==> src/rtl/ssl_pkg.sv <==
// Shared sizes, codes and the power-up calibration table of the sensor smoothing and
// linearising core. No dependencies; imported by the core module.

package ssl_pkg;

  // Sizing of the block.
  localparam int SENSOR_COUNT = 4;
  localparam int CAL_POINTS   = 15;
  localparam int SMOOTH_DEPTH = 8;

  // Widths fixed by the item and register fields.
  localparam int SENSOR_W    = 2;
  localparam int CAL_POINT_W = 4;
  localparam int LEVEL_W     = 12;
  localparam int CFG_W       = 10;
  localparam int DIST_W      = 14;
  localparam int CFG_IDX_W   = 1;

  localparam logic [DIST_W-1:0] DIST_MAX = {DIST_W{1'b1}};

  // Derived widths.
  localparam int PT_IW    = (CAL_POINTS > 1) ? $clog2(CAL_POINTS) : 1;
  localparam int POS_W    = (SMOOTH_DEPTH > 1) ? $clog2(SMOOTH_DEPTH) : 1;
  localparam int TOT_W    = LEVEL_W + $clog2(SMOOTH_DEPTH);
  localparam int PROD_W   = LEVEL_W + DIST_W;
  localparam int NUM_W    = (PROD_W > TOT_W) ? PROD_W : TOT_W;
  localparam int CNT_W    = $clog2(NUM_W + 1);
  localparam int PD_RAW_W = CFG_W + PT_IW + 1;
  localparam int PD_W     = (PD_RAW_W > DIST_W) ? PD_RAW_W : DIST_W + 1;

  localparam int HIST_DEPTH = SENSOR_COUNT * SMOOTH_DEPTH;
  localparam int HIST_AW    = (HIST_DEPTH > 1) ? $clog2(HIST_DEPTH) : 1;
  localparam int CAL_DEPTH  = SENSOR_COUNT * CAL_POINTS;
  localparam int CAL_AW     = (CAL_DEPTH > 1) ? $clog2(CAL_DEPTH) : 1;

  localparam bit DEPTH_POW2 = ((SMOOTH_DEPTH & (SMOOTH_DEPTH - 1)) == 0);
  localparam int DEPTH_SH   = $clog2(SMOOTH_DEPTH);

  // Floored average by a rounded-up constant reciprocal when the ring depth is not a
  // power of two; exact for every total that fits in TOT_W bits.
  localparam int AVG_SH     = TOT_W + DEPTH_SH;
  localparam int AVG_RECIP  = ((1 << AVG_SH) + SMOOTH_DEPTH - 1) / SMOOTH_DEPTH;
  localparam int AVG_PROD_W = 2 * TOT_W + 1;

  // Item commands.
  localparam logic CMD_CONVERT = 1'b0;
  localparam logic CMD_WRITE   = 1'b1;

  // Configuration register indexes.
  localparam logic [CFG_IDX_W-1:0] REG_NEAR = 1'b0;
  localparam logic [CFG_IDX_W-1:0] REG_STEP = 1'b1;

  localparam logic [CFG_W-1:0] NEAR_RESET = 10'd10;
  localparam logic [CFG_W-1:0] STEP_RESET = 10'd10;

  typedef enum logic [1:0] {
    ST_INTERP = 2'd0,
    ST_NEAR   = 2'd1,
    ST_FAR    = 2'd2,
    ST_NONE   = 2'd3
  } status_t;

  // Power-up calibration words; points beyond this table start at zero.
  localparam int DEF_SENSORS = 4;
  localparam int DEF_POINTS  = 15;

  localparam logic [LEVEL_W-1:0] CAL_TABLE [DEF_SENSORS][DEF_POINTS] = '{
    '{12'd3863, 12'd3860, 12'd3793, 12'd3680, 12'd3333, 12'd2453, 12'd1975, 12'd1558,
      12'd1300, 12'd1063, 12'd860,  12'd720,  12'd600,  12'd500,  12'd400},
    '{12'd3865, 12'd3850, 12'd3825, 12'd3765, 12'd3610, 12'd3095, 12'd2513, 12'd2210,
      12'd1927, 12'd1705, 12'd1490, 12'd1245, 12'd1185, 12'd1085, 12'd1120},
    '{12'd3866, 12'd3850, 12'd3832, 12'd3795, 12'd3730, 12'd3530, 12'd3025, 12'd2595,
      12'd2258, 12'd1982, 12'd1762, 12'd1523, 12'd1435, 12'd1312, 12'd1230},
    '{12'd3863, 12'd3860, 12'd3793, 12'd3680, 12'd3333, 12'd2453, 12'd1975, 12'd1558,
      12'd1300, 12'd1063, 12'd860,  12'd720,  12'd600,  12'd500,  12'd400}
  };

  function automatic logic [LEVEL_W-1:0] cal_default_word(
    input logic [SENSOR_W-1:0] s,
    input logic [PT_IW-1:0]    p
  );
    logic [LEVEL_W-1:0] w;
    w = '0;
    if (32'(p) < DEF_POINTS) begin
      w = CAL_TABLE[s][4'(p)];
    end
    return w;
  endfunction

  // Distance of calibration point i, saturated to the output range.
  function automatic logic [DIST_W-1:0] point_dist(
    input logic [CFG_W-1:0] near,
    input logic [CFG_W-1:0] step,
    input logic [PT_IW-1:0] i
  );
    logic [PD_W-1:0] sum;
    sum = PD_W'(near) + PD_W'(i) * PD_W'(step);
    return (sum > PD_W'(DIST_MAX)) ? DIST_MAX : DIST_W'(sum);
  endfunction

endpackage

==> src/rtl/sensor_smooth_and_linearize_core.sv <==
// Sensor smoothing and linearising core: moving average per sensor and piecewise
// linear conversion to millimetres. Depends on ssl_pkg.

// Each convert item stores a 12-bit sample in its sensor's ring of the last SMOOTH_DEPTH
// samples, keeps a running total of that ring and forms the floored average, which is
// then mapped to millimetres through the sensor's calibration words (point i lies at
// near_distance_mm + i * distance_step_mm). An average at or above the first word clamps
// to the near point, one at or below the last word clamps to the far point, and in
// between the first descending interval that holds it is interpolated; if none holds it
// the distance is zero with status "no interval". A write item replaces one calibration
// word and gives no result. The sample history and the calibration words live in two
// single-port synchronous memories with valid bits, so no clearing pass follows reset.
// Items are handled one at a time. How long a convert item takes is set by the
// calibration search, which reads one word a cycle, and by the bit-serial divider,
// which produces one quotient bit a cycle over the 26-bit product. If SMOOTH_DEPTH is
// not a power of two the average comes from a multiplication by a constant reciprocal
// in the same cycle, so the timing does not change. A finished result sits in an output
// register, so the next item is accepted while it waits to be taken.

module sensor_smooth_and_linearize_core
  import ssl_pkg::*;
(
  input  logic                  clk,
  input  logic                  rst_n,

  input  logic                  cfg_we,
  input  logic [CFG_IDX_W-1:0]  cfg_index,
  input  logic [CFG_W-1:0]      cfg_wdata,

  input  logic                  in_valid,
  output logic                  in_ready,
  input  logic                  in_command,
  input  logic [SENSOR_W-1:0]   in_sensor,
  input  logic [CAL_POINT_W-1:0] in_cal_point,
  input  logic [LEVEL_W-1:0]    in_level,

  output logic                  out_valid,
  input  logic                  out_ready,
  output logic [DIST_W-1:0]     out_distance_mm,
  output logic [LEVEL_W-1:0]    out_smoothed_level,
  output logic [1:0]            out_range_status
);

  typedef enum logic [3:0] {
    S_IDLE,   // waiting for an item
    S_HRD,    // oldest sample available: update ring, total and average
    S_RD0,    // read calibration word zero
    S_CHK0,   // near clamp test
    S_CHKL,   // far clamp test
    S_SRCH,   // interval search, one word a cycle
    S_PD,     // interval distances and differences
    S_MUL,    // product of offset and span
    S_IDIV,   // serial division of the product
    S_CLMP,   // distance of a clamp point
    S_OUT     // hand the result to the output register
  } state_t;

  localparam logic [PT_IW-1:0] LAST_PT = PT_IW'(CAL_POINTS - 1);

  // Configuration registers.
  logic [CFG_W-1:0] near_r, step_r;

  // Per-sensor ring positions and totals.
  logic [POS_W-1:0] pos_r   [SENSOR_COUNT];
  logic [TOT_W-1:0] total_r [SENSOR_COUNT];

  // Sample history memory with valid bits.
  logic [LEVEL_W-1:0] hist_mem [HIST_DEPTH];
  logic               hist_vld_r [HIST_DEPTH];
  logic [LEVEL_W-1:0] hist_q_r;
  logic               hist_qv_r;

  // Calibration memory with valid bits.
  logic [LEVEL_W-1:0]  cal_mem [CAL_DEPTH];
  logic                cal_vld_r [CAL_DEPTH];
  logic [LEVEL_W-1:0]  cal_q_r;
  logic                cal_qv_r;
  logic [SENSOR_W-1:0] cal_qs_r;
  logic [PT_IW-1:0]    cal_qp_r;

  // Sequencer registers.
  state_t              state_r, state_nxt;
  logic [SENSOR_W-1:0] sensor_r, sensor_nxt;
  logic [LEVEL_W-1:0]  level_r, level_nxt;
  logic [LEVEL_W-1:0]  avg_r, avg_nxt;
  logic [LEVEL_W-1:0]  hi_r, hi_nxt;
  logic [LEVEL_W-1:0]  lo_r, lo_nxt;
  logic [PT_IW-1:0]    idx_r, idx_nxt;
  logic [DIST_W-1:0]   dfar_r, dfar_nxt;
  logic [DIST_W-1:0]   span_r, span_nxt;
  logic [LEVEL_W-1:0]  den_r, den_nxt;
  logic [LEVEL_W-1:0]  diff_r, diff_nxt;
  logic [NUM_W-1:0]    div_num_r, div_num_nxt;
  logic [LEVEL_W-1:0]  div_rem_r, div_rem_nxt;
  logic [LEVEL_W-1:0]  div_den_r, div_den_nxt;
  logic [CNT_W-1:0]    div_cnt_r, div_cnt_nxt;
  logic [DIST_W-1:0]   dist_r, dist_nxt;
  status_t             status_r, status_nxt;

  logic                out_valid_r, out_valid_nxt;
  logic [DIST_W-1:0]   out_dist_r, out_dist_nxt;
  logic [LEVEL_W-1:0]  out_avg_r, out_avg_nxt;
  status_t             out_status_r, out_status_nxt;

  // Combinational control.
  logic                in_acc;
  logic                sensor_ok;
  logic                ring_upd;
  logic [POS_W-1:0]    pos_nxt;
  logic [TOT_W-1:0]    tot_nxt;
  logic [AVG_PROD_W-1:0] avg_prod;
  logic [LEVEL_W-1:0]  old_sample;
  logic                hist_rd_en;
  logic [HIST_AW-1:0]  hist_rd_addr;
  logic [HIST_AW-1:0]  hist_wr_addr;
  logic                cal_we;
  logic [CAL_AW-1:0]   cal_wr_addr;
  logic                cal_rd_en;
  logic [PT_IW-1:0]    cal_rd_pt;
  logic [CAL_AW-1:0]   cal_rd_addr;
  logic [LEVEL_W-1:0]  cal_word;
  logic [LEVEL_W:0]    rem_sh;
  logic                q_bit;
  logic [LEVEL_W-1:0]  rem_step;
  logic [NUM_W-1:0]    num_step;
  logic [DIST_W-1:0]   d_near, d_far;
  logic                div_last;

  assign in_ready  = (state_r == S_IDLE);
  assign in_acc    = in_valid && in_ready;
  assign sensor_ok = (32'(in_sensor) < SENSOR_COUNT);

  assign out_valid          = out_valid_r;
  assign out_distance_mm    = out_dist_r;
  assign out_smoothed_level = out_avg_r;
  assign out_range_status   = out_status_r;

  // Ring bookkeeping for the item in hand.
  assign old_sample = hist_qv_r ? hist_q_r : '0;
  assign tot_nxt    = total_r[sensor_r] - TOT_W'(old_sample) + TOT_W'(level_r);
  assign pos_nxt    = (pos_r[sensor_r] == POS_W'(SMOOTH_DEPTH - 1)) ? '0
                                                                    : pos_r[sensor_r] + 1'b1;
  assign ring_upd   = (state_r == S_HRD);
  assign avg_prod   = AVG_PROD_W'(tot_nxt) * AVG_PROD_W'(AVG_RECIP);

  assign hist_rd_en   = in_acc && sensor_ok && (in_command == CMD_CONVERT);
  assign hist_rd_addr = HIST_AW'(in_sensor * SMOOTH_DEPTH + pos_r[in_sensor]);
  assign hist_wr_addr = HIST_AW'(sensor_r * SMOOTH_DEPTH + pos_r[sensor_r]);

  assign cal_we      = in_acc && sensor_ok && (in_command == CMD_WRITE)
                       && (32'(in_cal_point) < CAL_POINTS);
  assign cal_wr_addr = CAL_AW'(in_sensor * CAL_POINTS + PT_IW'(in_cal_point));
  assign cal_rd_addr = CAL_AW'(sensor_r * CAL_POINTS + cal_rd_pt);
  assign cal_word    = cal_qv_r ? cal_q_r : cal_default_word(cal_qs_r, cal_qp_r);

  // One restoring division step; the remainder always stays below the divisor.
  assign rem_sh   = {div_rem_r, div_num_r[NUM_W-1]};
  assign q_bit    = (rem_sh >= {1'b0, div_den_r});
  assign rem_step = q_bit ? LEVEL_W'(rem_sh - {1'b0, div_den_r}) : LEVEL_W'(rem_sh);
  assign num_step = {div_num_r[NUM_W-2:0], q_bit};
  assign div_last = (div_cnt_r == CNT_W'(1));

  assign d_near = point_dist(near_r, step_r, idx_r);
  assign d_far  = point_dist(near_r, step_r, idx_r + 1'b1);

  // Sample history memory.
  always_ff @(posedge clk) begin
    if (hist_rd_en) begin
      hist_q_r  <= hist_mem[hist_rd_addr];
      hist_qv_r <= hist_vld_r[hist_rd_addr];
    end
    if (ring_upd) begin
      hist_mem[hist_wr_addr] <= level_r;
    end
  end

  always_ff @(posedge clk) begin
    if (!rst_n) begin
      for (int i = 0; i < HIST_DEPTH; i++) begin
        hist_vld_r[i] <= 1'b0;
      end
    end else if (ring_upd) begin
      hist_vld_r[hist_wr_addr] <= 1'b1;
    end
  end

  // Calibration memory.
  always_ff @(posedge clk) begin
    if (cal_rd_en) begin
      cal_q_r  <= cal_mem[cal_rd_addr];
      cal_qv_r <= cal_vld_r[cal_rd_addr];
      cal_qs_r <= sensor_r;
      cal_qp_r <= cal_rd_pt;
    end
    if (cal_we) begin
      cal_mem[cal_wr_addr] <= in_level;
    end
  end

  always_ff @(posedge clk) begin
    if (!rst_n) begin
      for (int i = 0; i < CAL_DEPTH; i++) begin
        cal_vld_r[i] <= 1'b0;
      end
    end else if (cal_we) begin
      cal_vld_r[cal_wr_addr] <= 1'b1;
    end
  end

  // Sequencer next-state logic.
  always_comb begin
    state_nxt      = state_r;
    sensor_nxt     = sensor_r;
    level_nxt      = level_r;
    avg_nxt        = avg_r;
    hi_nxt         = hi_r;
    lo_nxt         = lo_r;
    idx_nxt        = idx_r;
    dfar_nxt       = dfar_r;
    span_nxt       = span_r;
    den_nxt        = den_r;
    diff_nxt       = diff_r;
    div_num_nxt    = div_num_r;
    div_rem_nxt    = div_rem_r;
    div_den_nxt    = div_den_r;
    div_cnt_nxt    = div_cnt_r;
    dist_nxt       = dist_r;
    status_nxt     = status_r;
    out_valid_nxt  = out_valid_r && !out_ready;
    out_dist_nxt   = out_dist_r;
    out_avg_nxt    = out_avg_r;
    out_status_nxt = out_status_r;
    cal_rd_en      = 1'b0;
    cal_rd_pt      = '0;

    unique case (state_r)
      S_IDLE: begin
        if (hist_rd_en) begin
          sensor_nxt = in_sensor;
          level_nxt  = in_level;
          state_nxt  = S_HRD;
        end
      end

      S_HRD: begin
        if (DEPTH_POW2) begin
          avg_nxt = LEVEL_W'(tot_nxt >> DEPTH_SH);
        end else begin
          avg_nxt = LEVEL_W'(avg_prod >> AVG_SH);
        end
        state_nxt = S_RD0;
      end

      S_RD0: begin
        cal_rd_en = 1'b1;
        cal_rd_pt = '0;
        state_nxt = S_CHK0;
      end

      S_CHK0: begin
        cal_rd_en = 1'b1;
        cal_rd_pt = LAST_PT;
        hi_nxt    = cal_word;
        if (avg_r >= cal_word) begin
          idx_nxt    = '0;
          status_nxt = ST_NEAR;
          state_nxt  = S_CLMP;
        end else begin
          state_nxt = S_CHKL;
        end
      end

      S_CHKL: begin
        if (avg_r <= cal_word) begin
          idx_nxt    = LAST_PT;
          status_nxt = ST_FAR;
          state_nxt  = S_CLMP;
        end else begin
          cal_rd_en = 1'b1;
          cal_rd_pt = PT_IW'(1);
          idx_nxt   = '0;
          state_nxt = S_SRCH;
        end
      end

      S_SRCH: begin
        // cal_word is the word after point idx_r; hi_r is the word at idx_r.
        if (avg_r <= hi_r && avg_r >= cal_word) begin
          lo_nxt    = cal_word;
          state_nxt = S_PD;
        end else if (idx_r == LAST_PT - 1'b1) begin
          dist_nxt   = '0;
          status_nxt = ST_NONE;
          state_nxt  = S_OUT;
        end else begin
          cal_rd_en = 1'b1;
          cal_rd_pt = idx_r + PT_IW'(2);
          hi_nxt    = cal_word;
          idx_nxt   = idx_r + 1'b1;
        end
      end

      S_PD: begin
        dfar_nxt  = d_far;
        span_nxt  = d_far - d_near;
        den_nxt   = hi_r - lo_r;
        diff_nxt  = avg_r - lo_r;
        state_nxt = S_MUL;
      end

      S_MUL: begin
        status_nxt = ST_INTERP;
        if (den_r == '0) begin
          // A flat interval contributes no fraction.
          dist_nxt  = dfar_r;
          state_nxt = S_OUT;
        end else begin
          div_num_nxt = NUM_W'(PROD_W'(diff_r) * PROD_W'(span_r));
          div_rem_nxt = '0;
          div_den_nxt = den_r;
          div_cnt_nxt = CNT_W'(NUM_W);
          state_nxt   = S_IDIV;
        end
      end

      S_IDIV: begin
        div_num_nxt = num_step;
        div_rem_nxt = rem_step;
        div_cnt_nxt = div_cnt_r - 1'b1;
        if (div_last) begin
          dist_nxt  = dfar_r - DIST_W'(num_step);
          state_nxt = S_OUT;
        end
      end

      S_CLMP: begin
        dist_nxt  = d_near;
        state_nxt = S_OUT;
      end

      S_OUT: begin
        if (!out_valid_r || out_ready) begin
          out_valid_nxt  = 1'b1;
          out_dist_nxt   = dist_r;
          out_avg_nxt    = avg_r;
          out_status_nxt = status_r;
          state_nxt      = S_IDLE;
        end
      end

      default: begin
        state_nxt = S_IDLE;
      end
    endcase
  end

  // Sequencer state, ring bookkeeping, configuration and output register.
  always_ff @(posedge clk) begin
    if (!rst_n) begin
      state_r     <= S_IDLE;
      out_valid_r <= 1'b0;
      near_r      <= NEAR_RESET;
      step_r      <= STEP_RESET;
      for (int s = 0; s < SENSOR_COUNT; s++) begin
        pos_r[s]   <= '0;
        total_r[s] <= '0;
      end
    end else begin
      state_r     <= state_nxt;
      out_valid_r <= out_valid_nxt;
      if (cfg_we) begin
        unique case (cfg_index)
          REG_NEAR: near_r <= cfg_wdata;
          REG_STEP: step_r <= cfg_wdata;
          default:  ;
        endcase
      end
      if (ring_upd) begin
        pos_r[sensor_r]   <= pos_nxt;
        total_r[sensor_r] <= tot_nxt;
      end
    end
  end

  always_ff @(posedge clk) begin
    sensor_r     <= sensor_nxt;
    level_r      <= level_nxt;
    avg_r        <= avg_nxt;
    hi_r         <= hi_nxt;
    lo_r         <= lo_nxt;
    idx_r        <= idx_nxt;
    dfar_r       <= dfar_nxt;
    span_r       <= span_nxt;
    den_r        <= den_nxt;
    diff_r       <= diff_nxt;
    div_num_r    <= div_num_nxt;
    div_rem_r    <= div_rem_nxt;
    div_den_r    <= div_den_nxt;
    div_cnt_r    <= div_cnt_nxt;
    dist_r       <= dist_nxt;
    status_r     <= status_nxt;
    out_dist_r   <= out_dist_nxt;
    out_avg_r    <= out_avg_nxt;
    out_status_r <= out_status_nxt;
  end

endmodule
==> config.mk <==
export PLATFORM = sky130hd
export DESIGN_NAME = sensor_smooth_and_linearize_core
export DESIGN_NICKNAME = d
export VERILOG_FILES = /design/src/rtl/ssl_pkg.sv /design/src/rtl/sensor_smooth_and_linearize_core.sv
export SDC_FILE = /design/constraint.sdc
export NUM_CORES = 2
export LEC_CHECK = 0
export ABC_AREA = 0
export BUFFER_PORTS_ARGS = -buffer_cell sky130_fd_sc_hd__buf_2
export CORE_ASPECT_RATIO = 0.8
export CORE_UTILIZATION = 55
export CTS_CLUSTER_DIAMETER = 150
export DETAILED_ROUTE_END_ITERATION = 8
export PLACE_DENSITY = 0.7
export SYNTH_ARGS = -nofsm -noshare
export SYNTH_HDL_FRONTEND = slang
export SYNTH_SLANG_ARGS = --single-unit
==> constraint.sdc <==
create_clock -name clk -period 11.33 [get_ports clk]
set_input_delay 3.399 -clock clk [delete_from_list [all_inputs] [get_ports clk]]
set_output_delay 3.399 -clock clk [all_outputs]
set_load 0.03 [all_outputs]
==> out/qor.txt <==
Largest net degree at the start of global routing -> 96
Status -> finished, final reports clean
Slowest Stage Delay on Critical Path -> 0.97 ns
Startpoint Class -> flop
Worst min path class -> flop to flop
Seq/Total Area, Yosys -> 62.01%
Crit Path Category -> flop to flop
Via Count -> 40,370
Post-synthesis compound-gate area fraction -> 4.986%
Clock root buffer -> clkbuf_16
Die ar. -> 133,100 um^2
Layout fillers -> 9,333
Worst-case clock buffer depth -> 3
Syn Inst Count -> 4,605
Simple-gate area share of the yosys netlist -> 6.090%
Fin crit share -> 74.25%
Clk_lat worst skew -> 0.81 ns
Die Width -> 407.6 um
Mux contribution to synthesized area -> 13.11%
Post-synth EDFFs -> 1,413
Initial antenna violation count -> 3
Drt total wl -> 168.5 mm
Final Skew -> 0.05075 ns
Reg clk slew, reported paths -> 0.06 ns
H-tree Lvls -> 4
Post-Synth Adder-Cell Area -> 9.557%
Resized Gates After CTS -> 0
Worst path required time -> 11.86 ns
Wire per inst -> 25.46 um
Leakage Power -> 0.02872 uW
First-pass GRT wire length -> 256.8 mm
Slew Viols, Final -> 0
Highest clock rate -> 118.9 MHz
Post-route minimum period -> 8.413 ns
Post-synthesis xor/xnor area fraction -> 1.125%
Vias per inst -> 6.098
Unrepaired setup endpoints after global routing -> false
HPWL Detailed -> 108.5 mm
Leading area contributor after synthesis -> edfxtp_1
Max_cap viols -> 0
Die Y -> 326.5 um
Initial Util -> 55.72%
CP max FO -> 68
Num ports -> 65
Rows -> 118
Synth async-reset ratio -> 0%
Core Region -> 129,900 um^2
GRT Total Usage -> 25.84%
1st-pass router iterations -> 6
Largest family of logic cells by synthesized area -> multiplexers
Setup Fix Bufs, Post-CTS -> 0
Top FF cell, synth -> edfxtp_1
Crit-path slowest cell -> edfxtp_1
Synth top cells by count -> 1,413 x edfxtp_1, 400 x mux4_2, 396 x inv_1
Dpl ws -> 3.140 ns
Sink Count -> 1,536
Antenna Nets Post-Route -> 0
#FFs+latches synth -> 1,536
Final Hold Violating Endpoints -> 0
Setup violators final -> 0
Cell with the most instances after synthesis -> edfxtp_1
Layout area overhead -> 10.86%
Layout cell share with drive strength beyond 1 -> 17.94%
Final nets -> 5,223
Vias in the first global route -> 40,520
WP data arrival -> 8.94 ns
Synthesized Nets -> 5,076
Fin worst setup slack -> 2.917 ns
Clock buffer count from CTS -> 149
Hold-fix buffers, CTS -> 0
Setup TNS -> 0 ns
DRC viols -> 0
Mapped Area -> 72,400 um^2
GP Congestion -> 0.8998
Total grt overflow -> 0
Slew margin rel. -> 8.123%
# port buffers -> 64
Worst-path cell chain -> inv_1 -> and2_1 -> o21ba_2 -> a2bb2oi_1 -> nand4_1 -> a21oi_1 -> a211oi_1 -> a21oi_1 -> ha_1 -> nand3_1 -> or3_1 -> a21oi_1 -> nor3_1 -> o21a_1 -> a21o_1 -> fa_1 -> ha_4 -> buf_4 -> mux4_2 -> mux4_2 -> mux4_2
Ys Warns -> 0
Pwr Density -> 162.8 nW/um^2
Worst slew pin tran -> 1.373 ns
Avg Inst Size Synth -> 15.72 um^2
Worst vdd ir -> 188.7 uV
Post-synth cell types -> 76
Top cells by area, synth -> edfxtp_1 59%, mux4_2 12%, fa_1 5.4%
Top-area cell type share of the netlist area -> 58.61%
Initial drt markers -> 4,380
Setup crit end kind -> flop
CTS tree -> done
Hold_ws -> 0.4185 ns
[stage by stage]
step / util (%) / instances / power (uW) / cell area (um^2)
final: 61.77 / 6619 / 13070 / 80260
after global placement: 57.92 / 6341 / 8103 / 75260
after CTS: 61.77 / 6618 / 13120 / 80250
after global routing: 61.77 / 6619 / 13490 / 80260
after detailed placement: 57.92 / 6341 / 8134 / 75260
after floorplan: - / 4605 / 7596 / 72400
[routing by layer]
layer  part of all wire [%]  vias to the layer above  track usage (%)
met3                    9.5                      236            5.481
li1                       -                    17560                -
met4                    2.1                        2            6.399
met5                 0.0047                        -                0
met1                     43                    20740            39.22
met2                     45                     1824            38.49
[sequential cells by signal, indices dropped and copies added, names as in the netlist, 14 cells and up, named ones only]
name,flops
span_r,14
div_num_r,26
hist_mem,384
hist_vld_r,32
total_r,60
cal_mem,720
dist_r,14
cal_vld_r,64
dfar_r,14
out_distance_mm,14
[path summary, 6_finish.rpt]
path | startpoint | cells past startpoint | to | slack, ns
setup / recovery | cal_qp_r[1] | 21 | cal_qv_r | 2.92
hold / removal | dist_r[7] | 0 | out_distance_mm[7] | 0.42
setup reg to reg | cal_qp_r[1] | 21 | cal_qv_r | 2.92
hold reg to reg | dist_r[7] | 0 | out_distance_mm[7] | 0.42
[final cells by class]
| class | count | area, um^2 | area share (%) |
|---|---|---|---|
| sequential | 1536 | 44890 | 55.93 |
| multi-input combinational | 2480 | 25400 | 31.65 |
| clock buffer | 206 | 4145 | 5.165 |
| tap | 1740 | 2177 | 2.713 |
| inverter | 398 | 1494 | 1.861 |
| timing repair buffer | 187 | 1296 | 1.615 |
| clock inverter | 71 | 850.8 | 1.060 |
| antenna | 1 | 2.502 | 0.003118 |
[cells by family (layout without fill, tap and decap cells)]
| logic type | count (synthesis) | after routing |
|---|---|---|
| flops | 1536 | 1536 |
| simple gates | 962 | 962 |
| buf+inv | 589 | 862 |
| compound gates | 543 | 543 |
| mux | 446 | 446 |
| fa+ha+maj | 436 | 436 |
| xor+xnor | 93 | 93 |
| other cells | 0 | 1 |
[power by group]
group	internal, uW	total (uW)	switching (uW)
logic	660	1650	989
registers	6310	6370	64.4
clock network	2850	5040	2190
total	9820	13100	3250
[critical path: cells and delay by family (launching register included)]
family,cells,cell delay [ns]
AO/OA/AOI/OAI,8,1.55
adder cells (fa/ha/maj),3,1.71
multiplexers,3,1.46
AND/OR/NAND/NOR,5,1.25
flip-flops,1,0.97
buffers and inverters,2,1.09
[layout by cell type (no fill, tap or decap), types with 30 or more instances in the layout]
| cell | Yosys | routed |
|---|---|---|
| xnor2_1 | 56 | 54 |
| mux2i_1 | 31 | 31 |
| buf_4 | 5 | 120 |
| clkbuf_1 | 138 | 39 |
| nor2_1 | 283 | 259 |
| fa_1 | 195 | 194 |
| inv_1 | 396 | 396 |
| a21o_1 | 37 | 37 |
| and2_1 | 99 | 99 |
| nor2b_1 | 59 | 58 |
| o21ai_0 | 83 | 83 |
| xor2_1 | 37 | 37 |
| dfxtp_1 | 123 | 123 |
| ha_1 | 241 | 239 |
| buf_2 | 16 | 63 |
| edfxtp_1 | 1413 | 1413 |
| a21oi_1 | 112 | 112 |
| nand3_1 | 36 | 36 |
| clkbuf_16 | 0 | 151 |
| o21a_1 | 108 | 108 |
| nor3_1 | 34 | 30 |
| nand2b_1 | 33 | 33 |
| mux4_2 | 400 | 398 |
| nand2_1 | 339 | 339 |
(Power assumes the default switching activity.)
